`src/hw/rtl/udse_pkg.sv`:
```
// Shared types, constants and microcode table for the unwind descriptor expander.
// Used by udse_emit and unwind_descriptor_sequence_expander_top; depends on nothing.
package udse_pkg;

    localparam int UPC_W  = 5;
    localparam int CNT_W  = 5;
    localparam int DATA_W = 32;
    localparam int FPS_W  = 7;

    // Program entry points and the shared finish step
    localparam logic [UPC_W-1:0] UPC_ENTRY  = 5'd0;
    localparam logic [UPC_W-1:0] UPC_FINISH = 5'd8;
    localparam logic [UPC_W-1:0] UPC_EXIT   = 5'd9;

    // Result step codes
    localparam logic [1:0] STEP_VALID    = 2'd0;
    localparam logic [1:0] STEP_FP_SETUP = 2'd1;
    localparam logic [1:0] STEP_RESTORED = 2'd2;

    // Condition under which a step runs; a false condition skips to the next address
    typedef enum logic [3:0] {
        C_ALWAYS    = 4'd0,
        C_RP        = 4'd1,
        C_NGR       = 4'd2,
        C_NGR_LARGE = 4'd3,
        C_NGR_SMALL = 4'd4,
        C_BUMP_ONLY = 4'd5,
        C_NSP       = 4'd6,
        C_ANY       = 4'd7
    } cond_t;

    // Repeat count source
    typedef enum logic [1:0] {
        R_ONE    = 2'd0,
        R_TWO    = 2'd1,
        R_NFP    = 2'd2,
        R_NGR_M1 = 2'd3
    } rep_t;

    typedef enum logic [1:0] {
        K_EMIT   = 2'd0,
        K_INSERT = 2'd1,
        K_FINISH = 2'd2
    } kind_t;

    typedef enum logic [1:0] {
        CD_VALID    = 2'd0,
        CD_FP_SETUP = 2'd1,
        CD_RESTORED = 2'd2,
        CD_REG      = 2'd3
    } code_sel_t;

    typedef enum logic [3:0] {
        SZ_ZERO    = 4'd0,
        SZ_REG     = 4'd1,
        SZ_ADD8    = 4'd2,
        SZ_ADDBUMP = 4'd3,
        SZ_FRAME   = 4'd4,
        SZ_BUMP    = 4'd5,
        SZ_FPS     = 4'd6,
        SZ_FPS8    = 4'd7,
        SZ_SUB8    = 4'd8
    } size_sel_t;

    // Which value the deferred branch-return slot takes
    typedef enum logic [1:0] {
        P_NONE     = 2'd0,
        P_OLD_SIZE = 2'd1,
        P_OLD_BOTH = 2'd2,
        P_EMIT     = 2'd3
    } prev_sel_t;

    typedef struct packed {
        cond_t            cond;
        rep_t             rep;
        kind_t            kind;
        code_sel_t        code_sel;
        size_sel_t        size_sel;
        logic             wr;
        prev_sel_t        prev_sel;
        logic [UPC_W-1:0] next;
    } ucw_t;

    // Request from the sequencer to the output stage
    typedef struct packed {
        logic              push;
        logic              insert;
        logic              finish;
        logic [1:0]        code;
        logic [DATA_W-1:0] bytes;
    } emit_req_t;

    function automatic ucw_t uop(cond_t c, rep_t r, kind_t k, code_sel_t cs,
                                 size_sel_t ss, logic wr, prev_sel_t ps,
                                 logic [UPC_W-1:0] nx);
        ucw_t w;
        w.cond     = c;
        w.rep      = r;
        w.kind     = k;
        w.code_sel = cs;
        w.size_sel = ss;
        w.wr       = wr;
        w.prev_sel = ps;
        w.next     = nx;
        return w;
    endfunction

    // Control store: entry program at 0, finish at 8, exit program from 9
    function automatic ucw_t ucode_rom(logic [UPC_W-1:0] addr);
        ucw_t w;
        unique case (addr)
            // entry: return pointer store
            5'd0:  w = uop(C_RP, R_ONE, K_EMIT, CD_VALID, SZ_ZERO, 1'b0, P_NONE, 5'd1);
            // entry: floating spills, eight bytes each
            5'd1:  w = uop(C_ALWAYS, R_NFP, K_EMIT, CD_VALID, SZ_ADD8, 1'b1, P_NONE, 5'd2);
            // entry: first general spill carries the frame bump
            5'd2:  w = uop(C_NGR, R_ONE, K_EMIT, CD_VALID, SZ_ADDBUMP, 1'b1, P_NONE, 5'd3);
            // entry: large frame pointer setup
            5'd3:  w = uop(C_NGR_LARGE, R_TWO, K_EMIT, CD_FP_SETUP, SZ_REG, 1'b0,
                           P_NONE, 5'd4);
            5'd4:  w = uop(C_NGR_LARGE, R_ONE, K_EMIT, CD_FP_SETUP, SZ_FRAME, 1'b1,
                           P_NONE, 5'd5);
            // entry: remaining general spills
            5'd5:  w = uop(C_NGR, R_NGR_M1, K_EMIT, CD_REG, SZ_REG, 1'b0, P_NONE, 5'd6);
            // entry: bare frame bump
            5'd6:  w = uop(C_BUMP_ONLY, R_ONE, K_EMIT, CD_VALID, SZ_BUMP, 1'b0,
                           P_NONE, 5'd7);
            // entry: space register pair
            5'd7:  w = uop(C_NSP, R_TWO, K_EMIT, CD_REG, SZ_REG, 1'b0, P_NONE, UPC_FINISH);
            5'd8:  w = uop(C_ALWAYS, R_ONE, K_FINISH, CD_VALID, SZ_ZERO, 1'b0,
                           P_NONE, UPC_FINISH);
            // exit: return pointer load
            5'd9:  w = uop(C_RP, R_ONE, K_EMIT, CD_VALID, SZ_REG, 1'b0, P_NONE, 5'd10);
            // exit: space register pair
            5'd10: w = uop(C_NSP, R_TWO, K_EMIT, CD_VALID, SZ_REG, 1'b0, P_NONE, 5'd11);
            // exit: general restores before the last one
            5'd11: w = uop(C_NGR, R_NGR_M1, K_EMIT, CD_VALID, SZ_REG, 1'b0, P_NONE, 5'd12);
            // exit: last general restore pops the bump
            5'd12: w = uop(C_NGR_SMALL, R_ONE, K_EMIT, CD_RESTORED, SZ_FPS, 1'b1,
                           P_OLD_SIZE, 5'd13);
            5'd13: w = uop(C_NGR_LARGE, R_ONE, K_EMIT, CD_FP_SETUP, SZ_FPS8, 1'b0,
                           P_EMIT, 5'd14);
            5'd14: w = uop(C_NGR_LARGE, R_ONE, K_EMIT, CD_RESTORED, SZ_FPS, 1'b1,
                           P_NONE, 5'd15);
            // exit: bare frame pop
            5'd15: w = uop(C_BUMP_ONLY, R_ONE, K_EMIT, CD_RESTORED, SZ_FPS, 1'b1,
                           P_NONE, 5'd16);
            // exit: floating restores
            5'd16: w = uop(C_ALWAYS, R_NFP, K_EMIT, CD_RESTORED, SZ_SUB8, 1'b1,
                           P_OLD_BOTH, 5'd17);
            // exit: branch-return slot ahead of the held final item
            5'd17: w = uop(C_ANY, R_ONE, K_INSERT, CD_VALID, SZ_ZERO, 1'b0,
                           P_NONE, UPC_FINISH);
            // exit: nothing popped, plain return pair
            5'd18: w = uop(C_ALWAYS, R_TWO, K_EMIT, CD_RESTORED, SZ_ZERO, 1'b0,
                           P_NONE, UPC_FINISH);
            default: w = uop(C_ALWAYS, R_ONE, K_FINISH, CD_VALID, SZ_ZERO, 1'b0,
                             P_NONE, UPC_FINISH);
        endcase
        return w;
    endfunction

    function automatic logic [CNT_W-1:0] rep_count(rep_t r, logic [3:0] nfp,
                                                   logic [4:0] ngr);
        logic [CNT_W-1:0] n;
        unique case (r)
            R_ONE:    n = 5'd1;
            R_TWO:    n = 5'd2;
            R_NFP:    n = {1'b0, nfp};
            R_NGR_M1: n = ngr - 5'd1;
        endcase
        return n;
    endfunction

endpackage

```
`src/hw/rtl/udse_emit.sv`:
```
// Output stage: holds the most recent item back one slot so the branch-return
// slot can go ahead of it, and registers the result channel. Depends on udse_pkg.
module udse_emit (
    input  logic                  aclk,
    input  logic                  aresetn,
    input  udse_pkg::emit_req_t   req,
    output logic                  emit_rdy,
    output logic                  m_valid,
    input  logic                  m_ready,
    output logic [1:0]            m_step_code,
    output logic signed [31:0]    m_frame_bytes,
    output logic                  m_last_in_run
);
    import udse_pkg::*;

    logic              pend_valid_reg, pend_valid_next;
    logic [1:0]        pend_code_reg, pend_code_next;
    logic [DATA_W-1:0] pend_bytes_reg, pend_bytes_next;
    logic              m_valid_reg, m_valid_next;
    logic [1:0]        out_code_reg, out_code_next;
    logic [DATA_W-1:0] out_bytes_reg, out_bytes_next;
    logic              out_last_reg, out_last_next;

    // Output register is free when empty or being taken this cycle
    assign emit_rdy = !m_valid_reg || m_ready;

    // Move the held item or the inserted slot into the output register
    always_comb begin
        pend_valid_next = pend_valid_reg;
        pend_code_next  = pend_code_reg;
        pend_bytes_next = pend_bytes_reg;
        m_valid_next    = m_valid_reg;
        out_code_next   = out_code_reg;
        out_bytes_next  = out_bytes_reg;
        out_last_next   = out_last_reg;
        if (m_valid_reg && m_ready) begin
            m_valid_next = 1'b0;
        end
        if (req.push) begin
            if (pend_valid_reg) begin
                m_valid_next   = 1'b1;
                out_code_next  = pend_code_reg;
                out_bytes_next = pend_bytes_reg;
                out_last_next  = 1'b0;
            end
            pend_valid_next = 1'b1;
            pend_code_next  = req.code;
            pend_bytes_next = req.bytes;
        end else if (req.insert) begin
            m_valid_next   = 1'b1;
            out_code_next  = req.code;
            out_bytes_next = req.bytes;
            out_last_next  = 1'b0;
        end else if (req.finish && pend_valid_reg) begin
            m_valid_next    = 1'b1;
            out_code_next   = pend_code_reg;
            out_bytes_next  = pend_bytes_reg;
            out_last_next   = 1'b1;
            pend_valid_next = 1'b0;
        end
    end

    always_ff @(posedge aclk) begin
        if (!aresetn) begin
            pend_valid_reg <= 1'b0;
            m_valid_reg    <= 1'b0;
        end else begin
            pend_valid_reg <= pend_valid_next;
            m_valid_reg    <= m_valid_next;
        end
        pend_code_reg  <= pend_code_next;
        pend_bytes_reg <= pend_bytes_next;
        out_code_reg   <= out_code_next;
        out_bytes_reg  <= out_bytes_next;
        out_last_reg   <= out_last_next;
    end

    assign m_valid       = m_valid_reg;
    assign m_step_code   = out_code_reg;
    assign m_frame_bytes = $signed(out_bytes_reg);
    assign m_last_in_run = out_last_reg;

endmodule

```
`src/hw/rtl/unwind_descriptor_sequence_expander_top.sv`:
```
// Unwind descriptor sequence expander: decode, microcode sequencer and datapath.
// Depends on udse_pkg and udse_emit.
//
// One descriptor (two words plus an entry/exit select) is taken when s_ready is
// high, and s_ready stays low until its run is finished. The run is produced by
// a 19-word microcode program, one control word per step, stepping one result
// per cycle while the output stage can take it; a step whose condition or repeat
// count is zero is skipped, and a finish step closes the run. The last result of
// a run is marked by m_last_in_run; an empty entry sequence yields no result at
// all.
module unwind_descriptor_sequence_expander_top (
    input  logic                aclk,
    input  logic                aresetn,
    input  logic                s_valid,
    output logic                s_ready,
    input  logic [31:0]         s_descriptor_word1,
    input  logic [31:0]         s_descriptor_word2,
    input  logic                s_action,
    output logic                m_valid,
    input  logic                m_ready,
    output logic [1:0]          m_step_code,
    output logic signed [31:0]  m_frame_bytes,
    output logic                m_last_in_run
);
    import udse_pkg::*;

    logic              busy_reg, busy_next;
    logic [UPC_W-1:0]  pc_reg, pc_next;
    logic [CNT_W-1:0]  cnt_reg, cnt_next;
    logic [1:0]        code_reg, code_next;
    logic [DATA_W-1:0] size_reg, size_next;
    logic [1:0]        prev_code_reg, prev_code_next;
    logic [DATA_W-1:0] prev_size_reg, prev_size_next;
    logic [DATA_W-1:0] frame_reg, frame_next;
    logic [FPS_W-1:0]  fps_reg, fps_next;
    logic [DATA_W-1:0] bump_reg, bump_next;
    logic [3:0]        nfp_reg, nfp_next;
    logic [4:0]        ngr_reg, ngr_next;
    logic              nsp_reg, nsp_next;
    logic              rp_reg, rp_next;
    logic              large_reg, large_next;

    ucw_t              uw;
    ucw_t              uw_seq;
    ucw_t              uw_jmp;
    ucw_t              uw_start;
    logic [UPC_W-1:0]  pc_seq;
    logic [UPC_W-1:0]  start_pc;
    logic              cond_ok;
    logic              any_pop;
    logic [1:0]        code_val;
    logic [DATA_W-1:0] size_val;
    logic [DATA_W-1:0] fps_ext;
    logic [DATA_W-1:0] in_frame;
    logic [FPS_W-1:0]  in_fps;
    logic              emit_rdy;
    emit_req_t         req;

    // Decode the incoming descriptor
    assign in_frame = {s_descriptor_word2[26:0], 3'b000};
    assign in_fps   = {s_descriptor_word1[24:21], 3'b000};
    assign start_pc = s_action ? UPC_EXIT : UPC_ENTRY;
    assign uw_start = ucode_rom(start_pc);

    // Fetch the current control word and both possible successors
    assign uw     = ucode_rom(pc_reg);
    assign pc_seq = pc_reg + 5'd1;
    assign uw_seq = ucode_rom(pc_seq);
    assign uw_jmp = ucode_rom(uw.next);

    assign fps_ext = {{(DATA_W-FPS_W){1'b0}}, fps_reg};
    assign any_pop = (ngr_reg != 5'd0) || (bump_reg != '0) || (nfp_reg != 4'd0);

    // Evaluate the step condition
    always_comb begin
        case (uw.cond)
            C_ALWAYS:    cond_ok = 1'b1;
            C_RP:        cond_ok = rp_reg;
            C_NGR:       cond_ok = ngr_reg != 5'd0;
            C_NGR_LARGE: cond_ok = (ngr_reg != 5'd0) && large_reg;
            C_NGR_SMALL: cond_ok = (ngr_reg != 5'd0) && !large_reg;
            C_BUMP_ONLY: cond_ok = (ngr_reg == 5'd0) && (bump_reg != '0);
            C_NSP:       cond_ok = nsp_reg;
            C_ANY:       cond_ok = any_pop;
            default:     cond_ok = 1'b0;
        endcase
    end

    // Select the code and byte count of this step
    always_comb begin
        unique case (uw.code_sel)
            CD_VALID:    code_val = STEP_VALID;
            CD_FP_SETUP: code_val = STEP_FP_SETUP;
            CD_RESTORED: code_val = STEP_RESTORED;
            CD_REG:      code_val = code_reg;
        endcase
        case (uw.size_sel)
            SZ_ZERO:    size_val = '0;
            SZ_REG:     size_val = size_reg;
            SZ_ADD8:    size_val = size_reg + 32'd8;
            SZ_ADDBUMP: size_val = size_reg + (large_reg ? 32'd8 : bump_reg);
            SZ_FRAME:   size_val = frame_reg;
            SZ_BUMP:    size_val = bump_reg;
            SZ_FPS:     size_val = fps_ext;
            SZ_FPS8:    size_val = fps_ext + 32'd8;
            SZ_SUB8:    size_val = size_reg - 32'd8;
            default:    size_val = '0;
        endcase
    end

    // Sequencer: accept, skip, repeat, jump and finish
    always_comb begin
        busy_next      = busy_reg;
        pc_next        = pc_reg;
        cnt_next       = cnt_reg;
        code_next      = code_reg;
        size_next      = size_reg;
        prev_code_next = prev_code_reg;
        prev_size_next = prev_size_reg;
        frame_next     = frame_reg;
        fps_next       = fps_reg;
        bump_next      = bump_reg;
        nfp_next       = nfp_reg;
        ngr_next       = ngr_reg;
        nsp_next       = nsp_reg;
        rp_next        = rp_reg;
        large_next     = large_reg;
        req            = '0;
        if (!busy_reg) begin
            if (s_valid) begin
                busy_next      = 1'b1;
                pc_next        = start_pc;
                cnt_next       = rep_count(uw_start.rep, s_descriptor_word1[24:21],
                                           s_descriptor_word1[20:16]);
                frame_next     = in_frame;
                fps_next       = in_fps;
                bump_next      = in_frame - {{(DATA_W-FPS_W){1'b0}}, in_fps};
                nfp_next       = s_descriptor_word1[24:21];
                ngr_next       = s_descriptor_word1[20:16];
                nsp_next       = |s_descriptor_word1[26:25];
                rp_next        = s_descriptor_word1[3];
                large_next     = s_descriptor_word2[29];
                code_next      = STEP_VALID;
                size_next      = s_action ? in_frame : '0;
                prev_code_next = STEP_VALID;
                prev_size_next = in_frame;
            end
        end else begin
            priority if (uw.kind == K_FINISH) begin
                if (emit_rdy) begin
                    req.finish = 1'b1;
                    busy_next  = 1'b0;
                end
            end else if (!cond_ok || cnt_reg == '0) begin
                pc_next  = pc_seq;
                cnt_next = rep_count(uw_seq.rep, nfp_reg, ngr_reg);
            end else if (emit_rdy) begin
                if (uw.kind == K_INSERT) begin
                    req.insert = 1'b1;
                    req.code   = prev_code_reg;
                    req.bytes  = prev_size_reg;
                end else begin
                    req.push  = 1'b1;
                    req.code  = code_val;
                    req.bytes = size_val;
                    if (uw.wr) begin
                        code_next = code_val;
                        size_next = size_val;
                    end
                    unique case (uw.prev_sel)
                        P_NONE: begin
                        end
                        P_OLD_SIZE: begin
                            prev_size_next = size_reg;
                        end
                        P_OLD_BOTH: begin
                            prev_code_next = code_reg;
                            prev_size_next = size_reg;
                        end
                        P_EMIT: begin
                            prev_code_next = code_val;
                            prev_size_next = size_val;
                        end
                    endcase
                end
                if (cnt_reg == 5'd1) begin
                    pc_next  = uw.next;
                    cnt_next = rep_count(uw_jmp.rep, nfp_reg, ngr_reg);
                end else begin
                    cnt_next = cnt_reg - 5'd1;
                end
            end else begin
                // hold the step while the output stage is full
            end
        end
    end

    always_ff @(posedge aclk) begin
        if (!aresetn) begin
            busy_reg <= 1'b0;
            pc_reg   <= UPC_FINISH;
            cnt_reg  <= '0;
        end else begin
            busy_reg <= busy_next;
            pc_reg   <= pc_next;
            cnt_reg  <= cnt_next;
        end
        code_reg      <= code_next;
        size_reg      <= size_next;
        prev_code_reg <= prev_code_next;
        prev_size_reg <= prev_size_next;
        frame_reg     <= frame_next;
        fps_reg       <= fps_next;
        bump_reg      <= bump_next;
        nfp_reg       <= nfp_next;
        ngr_reg       <= ngr_next;
        nsp_reg       <= nsp_next;
        rp_reg        <= rp_next;
        large_reg     <= large_next;
    end

    assign s_ready = !busy_reg;

    udse_emit u_emit (
        .aclk          (aclk),
        .aresetn       (aresetn),
        .req           (req),
        .emit_rdy      (emit_rdy),
        .m_valid       (m_valid),
        .m_ready       (m_ready),
        .m_step_code   (m_step_code),
        .m_frame_bytes (m_frame_bytes),
        .m_last_in_run (m_last_in_run)
    );

endmodule
```
`config.mk`:
```
export PLATFORM = sky130hd
export DESIGN_NAME = unwind_descriptor_sequence_expander_top
export DESIGN_NICKNAME = d
export VERILOG_FILES = /design/src/hw/rtl/udse_pkg.sv /design/src/hw/rtl/udse_emit.sv /design/src/hw/rtl/unwind_descriptor_sequence_expander_top.sv
export SDC_FILE = /design/constraint.sdc
export NUM_CORES = 1
export LEC_CHECK = 0
export ABC_AREA = 1
export BUFFER_PORTS_ARGS = -buffer_cell sky130_fd_sc_hd__buf_2
export CORE_AREA = 5 5 139 240
export CTS_CLUSTER_DIAMETER = 150
export DETAILED_ROUTE_END_ITERATION = 8
export DIE_AREA = 0 0 144 245
export GPL_TIMING_DRIVEN = 0
export PLACE_DENSITY_LB_ADDON = 0.2
export SYNTH_ARGS = -nofsm -noshare
export SYNTH_HDL_FRONTEND = slang
export SYNTH_SLANG_ARGS = --single-unit
```
`constraint.sdc`:
```
create_clock -name aclk -period 9.5 [get_ports aclk]
set_input_delay 1.9 -clock aclk [delete_from_list [all_inputs] [get_ports aclk]]
set_output_delay 1.9 -clock aclk [all_outputs]
set_load 0.05 [all_outputs]
```
======== Word level (Yosys, flattened, before mapping) ========
Memory sizes are Yosys's and may differ from the RTL's. A register that Yosys moved wholly into a read port is not among the register bits.
Index checks and enable logic that the tools add are counted.
W data, S select, Z words.
storage, ports and cells
  bits in registers ....................... 221
  bits in read-only memories .............. 2688
  input bits .............................. 69
  output and inout bits ................... 37
  word-level logic and storage cells ...... 201
  memories kept ........................... 4
memories
  name             words  width  rd ports  clocked after memory_dff  write ports  line             RTL
  (no name shown)  32     21     1         0                         0            udse_pkg.sv:111  unique case (addr)
  (no name shown)  32     21     1         0                         0            udse_pkg.sv:111
  (no name shown)  32     21     1         1                         0            udse_pkg.sv:111
  (no name shown)  32     21     1         0                         0            udse_pkg.sv:111
cells by class
  $add $sub $neg .......................... 9
  eq/ne operators ......................... 44
  mux-type cells .......................... 86
  bitwise operators ....................... 1
  reductions and logical operators ........ 36
operator list
  cell                     number
  $mux W32                 18
  $pmux W32 S8             1
  $mux W34                 4
  $mux W5                  14
  $pmux W32 S2             1
  $pmux W5 S4              3
  $mux W2                  19
  $mux W37                 1
  $add A32 B32 Y32         1
  $add A32 B4 Y32 const B  1
  $eq A4 B3 Y1 const B     8
  $reduce_bool A32 Y1      1
  $sub A32 B4 Y32 const B  1
  $sub A30 B7 Y31          1
  $mux W30                 1
  $eq A2 B2 Y1 const B     11
  $mux W1                  20
  $reduce_and A6 Y1        3
  $eq A4 B2 Y1 const B     4
  $sub A5 B1 Y5 const B    3
  $eq A2 B1 Y1 const B     6
  $logic_not A5 Y1         2
  $ne A3 B1 Y1 const B     3
  $add A7 B4 Y8 const B    1
  other kinds (25)         48

======== Logic depth before layout (Yosys ltp) ========
Gate-level depths: netlist (run 1).
  depth in word-level cells ............... 13
  mapped depth ............................ 33
  mapped depth without buffers ............ 32

======== Hierarchy ========
Synthesis (run 1) repeated with hierarchy kept, for this count alone.
second synthesis, totals
  cell total of the unflattened synthesis .. 1770
  area total of the unflattened synthesis .. 14517.7 um2
by module, submodules not included
  module                                   instances  cells an instance  area an instance (um2)  seq. area each (um2)
  unwind_descriptor_sequence_expander_top  1          1572               11823.8                 4654.5
  udse_emit                                1          198                2693.8                  2112.0

======== Worst setup path before layout (run 1) ========
OpenSTA, ideal clock, no wires.
  path kind ............................... input-to-reg
  from .................................... input port s_valid
  to ...................................... register prev_size_reg[0], enable pin
  library setup time ...................... 0.432 ns
  data arrival time ....................... 6.867 ns
  slack ................................... 2.202 ns
  stages on the path ...................... 4
  path buffers ............................ 0
  path through ............................ inv_1 -> nor2_1 -> nor2_1 -> a21oi_1
between the ends
  word-level cells in the longest chain between the ends .. 2
RTL lines
  item                          line                                            RTL
  from (decl)                   unwind_descriptor_sequence_expander_top.sv:14   input logic s_valid,
  $reduce_bool A2 Y1 (no line)  -
  $reduce_and A6 Y1 (no line)   -
  to (signal assigned)          unwind_descriptor_sequence_expander_top.sv:211  prev_size_reg <= prev_size_next;
  to (decl)                     unwind_descriptor_sequence_expander_top.sv:33   logic [DATA_W-1:0] prev_size_reg, prev_size_next;
No other way between the ends.
A chain may end at the register's enable or synchronous reset.

======== Worst setup path in the final report (run 1) ========
  from .................................... register large_reg
  to ...................................... register prev_size_reg[23] (data pin)
between the ends
  word-level cells in the longest chain between the ends .. 9
RTL lines
  item                    line                                            RTL
  from (decl)             unwind_descriptor_sequence_expander_top.sv:41   logic large_reg, large_next;
  from (signal assigned)  unwind_descriptor_sequence_expander_top.sv:219  large_reg <= large_next;
  $mux W32                unwind_descriptor_sequence_expander_top.sv:101  SZ_ADDBUMP: size_val = size_reg + (large_reg ? 32'd8 : bump_reg);
  $add A32 B32 Y32        unwind_descriptor_sequence_expander_top.sv:101
  $pmux W32 S8            unwind_descriptor_sequence_expander_top.sv:97   case (uw.size_sel)
  $pmux W32 S2            unwind_descriptor_sequence_expander_top.sv:170  unique case (uw.prev_sel)
  $mux W32                unwind_descriptor_sequence_expander_top.sv:158  if (uw.kind == K_INSERT) begin
  $mux W32                unwind_descriptor_sequence_expander_top.sv:157  end else if (emit_rdy) begin
  $mux W32                unwind_descriptor_sequence_expander_top.sv:154  end else if (!cond_ok || cnt_reg == '0) begin
  $mux W32                unwind_descriptor_sequence_expander_top.sv:149  priority if (uw.kind == K_FINISH) begin
  $mux W32                unwind_descriptor_sequence_expander_top.sv:129  if (!busy_reg) begin
  via prev_size_next[23]  unwind_descriptor_sequence_expander_top.sv:33
The timed path passes the listed nets, and every way through them passes these cells. The select of a mux whose other input is x is not followed.

==> results.sh, run 1 <==
export IMPL_outcome="finished, violations left"
export IMPL_violations="capacitance limit"
export IMPL_grt_antenna_before_repair=0
export IMPL_yosysTopAreaCell="edfxtp_1"
export IMPL_cts_buffer_depth=3
export IMPL_syn_instance_count=1759
export IMPL_required_ps=9900
export IMPL_yosysTopAreaCellShare_pct=42.61
export IMPL_final_setup_worst_slack_ps=4584
export IMPL_min_period_ps=4916
export IMPL_period_share_pct=51.74
export IMPL_hold_viol_final=0
export IMPL_first_pass_iters=6
export IMPL_regArea_mm2=0.006766
export IMPL_clock_sinks=236
export IMPL_io_pins=106
export IMPL_synthArstFlopShare_pct=0
export IMPL_tightest_slew_ps=1429
export IMPL_syn_mean_instance_area_um2=8.172
export IMPL_grt_pass1_vias=12800
export IMPL_cp_arrival_ps=5320
export IMPL_synth_main_ff_cell="edfxtp_1"
export IMPL_grt_max_degree=44
export IMPL_drive_above_1_share_pct=11.29
export IMPL_hold_slack_ps=513.3
export IMPL_slew_headroom_pct=2.288
export IMPL_postCtsSetupRepairBufs=0
export IMPL_ctsResizeCount=0
export IMPL_grt_remaining_overflow=0
export IMPL_synth_edff_count=204
export IMPL_hold_path_class="register to register"
export IMPL_synth_cell_type_count=64
export IMPL_peakVddDrop_uv=172.8
export IMPL_drt_total_wl_um=50690
export IMPL_cts_tree="yes"
export IMPL_worstSetupPathType="register to register"
export IMPL_grt_usage_pct=28.78
export IMPL_place_gp_congestion=0.9227
export IMPL_drc=0
export IMPL_fmax_mhz=203.4
export IMPL_power_w=0.003383
export IMPL_synth_area_leaders="edfxtp_1 43%, nand2_1 13%, o21ai_0 5.5%"
export IMPL_max_cap_violations=1
export IMPL_rsz0062_at_grt="no"
export IMPL_num_rows=86
export IMPL_die_area_mm2=0.03528
export IMPL_dpl_instance_area_mm2=0.01541
export IMPL_dp_hpwl_um=40320
export IMPL_synthToLayoutAreaGrowth_pct=12.46
export IMPL_p_leak_nw=7.047
export IMPL_wl_per_cell_um=22.21
export IMPL_die_w_um=144
export IMPL_synth_nets=1882
export IMPL_ctsHoldBuffers=0
export IMPL_setup_viol_count_final=0
export IMPL_powerDensity_mw_per_mm2=209.3
export IMPL_fin_nets=1992
export IMPL_cts_clk_slew_worst_paths_ps=60
export IMPL_syn_area_mm2=0.01438
export IMPL_ys_ff_latch=236
export IMPL_postRouteAntennaNets=0
export IMPL_drv_slew=0
export IMPL_fill_cells=2987
export IMPL_start_util_pct=45.91
export IMPL_io_buffers=79
export IMPL_drt_initial_drc_count=898
export IMPL_grt_pass1_wl_um=74640
export IMPL_cp_max_fo=10
export IMPL_insertion_delay_ps=560
export IMPL_die_h_um=245
export IMPL_ys_warn_count=0
export IMPL_core_mm2=0.03131
export IMPL_dpl_worst_slack_ps=4627
export IMPL_yosysSeqAreaShare_pct=47.07
export IMPL_via_per_inst=5.616
export IMPL_diodes=0
export IMPL_design_area_mm2=0.01617
export IMPL_start_kind="register"
export IMPL_cts_max_level=1
export IMPL_cts_made_buffers=23
export IMPL_critPathCaptureType="register"
export IMPL_finClkSkew_ps=18.72
export IMPL_multi_input_area_mm2=0.006664
export IMPL_cts_root_buffer="clkbuf_16"
export IMPL_routed_via_count=12820
## per-stage QoR
stage	setup TNS (ps)	utilization, %	instances
floorplan	0	-	1759
global placement	-44960	48.75	2234
detailed placement	0	49.23	2240
CTS	0	51.63	2282
global route	0	51.63	2282
finish	0	51.63	2282
## final cells by class
cell class	count	area share [%]
plain buffers	49	1.362
clock buffers	33	3.978
clock inverters	9	0.6656
inverters	202	4.721
multi-input cells	1272	41.22
flip-flops and latches	236	41.86
well taps	396	3.065
repair buffers	85	3.127
## where the power goes
part | internal, W | total, W | switching [W] | leakage [nW]
combinational | 0.000302 | 0.00108 | 0.000777 | 4.44
clock | 0.000528 | 0.000939 | 0.000411 | 0.362
sequential | 0.00128 | 0.00137 | 0.0000834 | 2.25
total | 0.00211 | 0.00338 | 0.00127 | 7.05
## cell families after synthesis
kind of cell	count (synthesis)	synth area share, %
and+or+nand+nor	846	25.45
AOI/OAI and AO/OA	323	12.84
buffers and inverters	251	6.841
DFF	236	47.07
adders and majority gates	54	4.805
xor gates and xnor gates	48	2.925
muxes	1	0.06963
## placed cells by master (no fill, tap or decap), drive strengths merged, types with 37 or more instances in the layout
cell type  count
a21oi         76
buf          105
clkbuf        61
edfxtp       204
ha            52
inv          201
nand2        502
nand3         73
nor2         202
o21ai        167
xor2          37
## per-layer routing
metal	GRT usage [%]	part of all wire, %	vias to the layer above
met5	0	0	-
met4	23.78	11	0
met3	2.632	4.1	183
met2	54.33	54	472
met1	26.95	32	6015
li1	-	-	6146
## Yosys cell counts, types with 3 or more instances
library cell / n
xor2_1: 37
a221oi_1: 6
nor4_1: 4
inv_1: 186
o211ai_1: 6
nor3_1: 12
buf_4: 3
a31o_2: 7
nand3_1: 67
edfxtp_1: 204
a21o_1: 4
o21ai_1: 10
nand3_2: 4
nor2_4: 5
ha_1: 52
a21oi_1: 73
a22o_1: 6
nand4_1: 27
buf_1: 8
buf_2: 8
dfxtp_1: 32
a31oi_1: 5
inv_2: 12
o2111ai_1: 5
a211oi_1: 3
nor2_2: 7
o21bai_1: 4
nand2_1: 488
nand4_2: 3
a21oi_2: 3
nand2_2: 10
o21ai_0: 157
or2_2: 15
clkbuf_1: 28
o31ai_1: 5
nor2_1: 189
xnor2_1: 11
o22ai_1: 15
nand2_4: 4
## worst max-delay path: stages (launching register included)
cell and delay [ps]:
edfxtp_1 340, buf_6 140, inv_4 60, buf_6 140, buf_2 200, nand2_1 90, ha_1 160, inv_1 70
nor2_2 140, nand2_1 100, inv_1 120, nand4_2 190, nor2_1 230, nand2_1 110, nand2_1 80, nand2_1 40
o21ai_0 270, ha_1 320, nand2_1 180, o21ai_0 410, nor2_1 90, nor2_1 150, nor2_1 50, o21ai_0 660
nand2_1 140, nand2_1 90, o21ai_0 100, nand2_1 130
## worst paths after layout
| path | cells after the start | slack (ps) | to | from |
|---|---|---|---|---|
| worst max-delay path | 27 | 4580 | prev_size_reg[23] | large_reg |
| worst max register to register | 27 | 4580 | prev_size_reg[23] | large_reg |
| worst min-delay path | 2 | 510 | u_emit.m_frame_bytes[0] | u_emit.pend_bytes_reg[0] |
| worst min register to register | 2 | 510 | u_emit.m_frame_bytes[0] | u_emit.pend_bytes_reg[0] |
No activity file was read; power rests on OpenSTA's default activity.
==> run 2, diff against run 1 <==
==> constraint.sdc (replaced) <==
create_clock -name aclk -period 5 [get_ports aclk]
set_input_delay 1 -clock aclk [delete_from_list [all_inputs] [get_ports aclk]]
set_output_delay 1 -clock aclk [all_outputs]
set_load 0.05 [all_outputs]
==> results.sh, run 2 (synthesis gave the netlist of run 1 again) <==
export IMPL_synthToLayoutAreaGrowth_pct=12.46
export IMPL_cp_max_fo=10
export IMPL_start_kind="register"
export IMPL_ctsHoldBuffers=0
export IMPL_diodes=0
export IMPL_die_w_um=144
export IMPL_drv_slew=0
export IMPL_drt_total_wl_um=49850
export IMPL_drt_initial_drc_count=809
export IMPL_place_gp_congestion=0.9547
export IMPL_rsz0062_at_grt="no"
export IMPL_rrSetupSlack_ps=290
export IMPL_peakVddDrop_uv=254.0
export IMPL_slowest_delay_ps=360
export IMPL_cts_root_buffer="clkbuf_16"
export IMPL_final_cells=2283
export IMPL_insertion_delay_ps=550
export IMPL_tightest_slew_ps=1275
export IMPL_p_clk_share_pct=26.7
export IMPL_io_pins=106
export IMPL_drc=0
export IMPL_place_inst=2240
export IMPL_cts_clk_slew_worst_paths_ps=70
export IMPL_p_int_w=0.003926
export IMPL_fin_nets=1993
export IMPL_first_pass_iters=6
export IMPL_setup_viol_count_final=0
export IMPL_fmax_mhz=212.4
export IMPL_p_leak_nw=7.044
export IMPL_p_sw_w=0.002402
export IMPL_postRouteAntennaNets=0
export IMPL_routed_via_count=12710
export IMPL_io_buffers=79
export IMPL_regArea_mm2=0.006766
export IMPL_outcome="finished clean"
export IMPL_cts_tree="yes"
export IMPL_grt_remaining_overflow=0
export IMPL_period_share_pct=94.16
export IMPL_p_seq_share_pct=41.0
export IMPL_required_ps=5260
export IMPL_power_w=0.006328
export IMPL_grt_pass1_wl_um=73410
export IMPL_grt_usage_pct=28.28
export IMPL_finClkSkew_ps=19.54
export IMPL_cp_arrival_ps=4970
export IMPL_worstSetupPathType="register to register"
export IMPL_final_util_pct=51.63
export IMPL_multi_input_area_mm2=0.006695
export IMPL_powerDensity_mw_per_mm2=391.4
export IMPL_cp_slowest_cell="nor4_4"
export IMPL_cts_made_buffers=23
export IMPL_hold_viol_final=0
export IMPL_die_h_um=245
export IMPL_comb_power_share_pct=32.3
export IMPL_critPathCaptureType="register"
export IMPL_hold_path_class="register to register"
export IMPL_fill_cells=3037
export IMPL_grt_antenna_before_repair=0
export IMPL_layout_commonest_cell="nand2_1"
export IMPL_max_cap_violations=0
export IMPL_dp_hpwl_um=39970
export IMPL_grt_pass1_vias=12750
export IMPL_design_area_mm2=0.01617
export IMPL_min_period_ps=4708
export IMPL_start_util_pct=45.91
export IMPL_num_rows=86
export IMPL_crit_path_frequent_cell="nand2_1"
export IMPL_die_area_mm2=0.03528
export IMPL_wl_per_cell_um=21.84
export IMPL_drive_above_1_share_pct=11.61
export IMPL_cts_max_level=1
export IMPL_core_mm2=0.03131
export IMPL_clock_sinks=236
export IMPL_dpl_instance_area_mm2=0.01542
export IMPL_switching_share_pct=37.95
export IMPL_cts_buffer_depth=3
export IMPL_slew_headroom_pct=12.80
export IMPL_final_cell_mix="488 x nand2_1, 204 x edfxtp_1, 186 x inv_1, 185 x nor2_1, 153 x o21ai_0"
export IMPL_grt_max_degree=44
export IMPL_via_per_inst=5.569
run 2: changes by cell type in the layout (fill, tap and decap cells not counted), sizes merged:
cell,previous run,this run
inv,201,202
clkbuf,61,60
clkinv,7,8
buf,105,106
bufinv,2,1
run 2: worst paths after layout:
path / start / endpoint / cells past startpoint
setup reg to reg: large_reg / prev_size_reg[31] / 29
hold / removal: u_emit.pend_bytes_reg[0] / u_emit.m_frame_bytes[0] / 2
hold reg to reg: u_emit.pend_bytes_reg[0] / u_emit.m_frame_bytes[0] / 2
setup / recovery: large_reg / prev_size_reg[31] / 29
run 2: critical path: cells and delay by family (launching register included):
family	cells	cell delay (ps)
xor+xnor	1	100
buf+inv	8	990
compound gates	3	410
fa+ha+maj	2	480
simple gates	15	2120
flops	1	330
run 2: power groups by stage:
stage / combinational (W) / clock [W] / sequential [W]
after global placement: 0.00196 / 0 / 0.00264
after global routing: 0.00224 / 0.00180 / 0.00261
after floorplan: 0.00126 / 0 / 0.00267
final: 0.00205 / 0.00169 / 0.00259
after detailed placement: 0.00202 / 0 / 0.00263
after CTS: 0.00203 / 0.00172 / 0.00259
run 2: area by class of cell:
type / instances / share of cell area (%)
flip-flops and latches: 236 / 41.85
multi-input cells: 1272 / 41.41
inverters: 202 / 4.721
clock buffers: 32 / 3.769
repair buffers: 86 / 3.220
well taps: 396 / 3.065
plain buffers: 49 / 1.362
clock inverters: 10 / 0.5959
run 2: per-layer routing:
layer	part of all wire (%)	wire (µm)	global-route usage, %
met1	31	15650	26.28
met2	53	26240	51.96
met3	4.2	2077	2.943
met4	12	5887	26.19
met5	0	0	0
run 2: what timing repair did:
item	CTS	global route
setup endpoints to repair	0	11
buffers inserted	0	1
resized for setup	0	11
run 2: metrics by stage:
step / setup TNS [ps] / hold slack [ps] / setup WS [ps]
2_1_floorplan: 0 / 478.0 / 654.3
3_3_place_gp: -67860 / 497.0 / -1014
3_5_place_dp: 0 / 501.5 / 89.21
4_1_cts: 0 / 516.0 / 91.40
5_1_grt: 0 / 543.6 / 5.071
6_report: 0 / 516.5 / 292.1
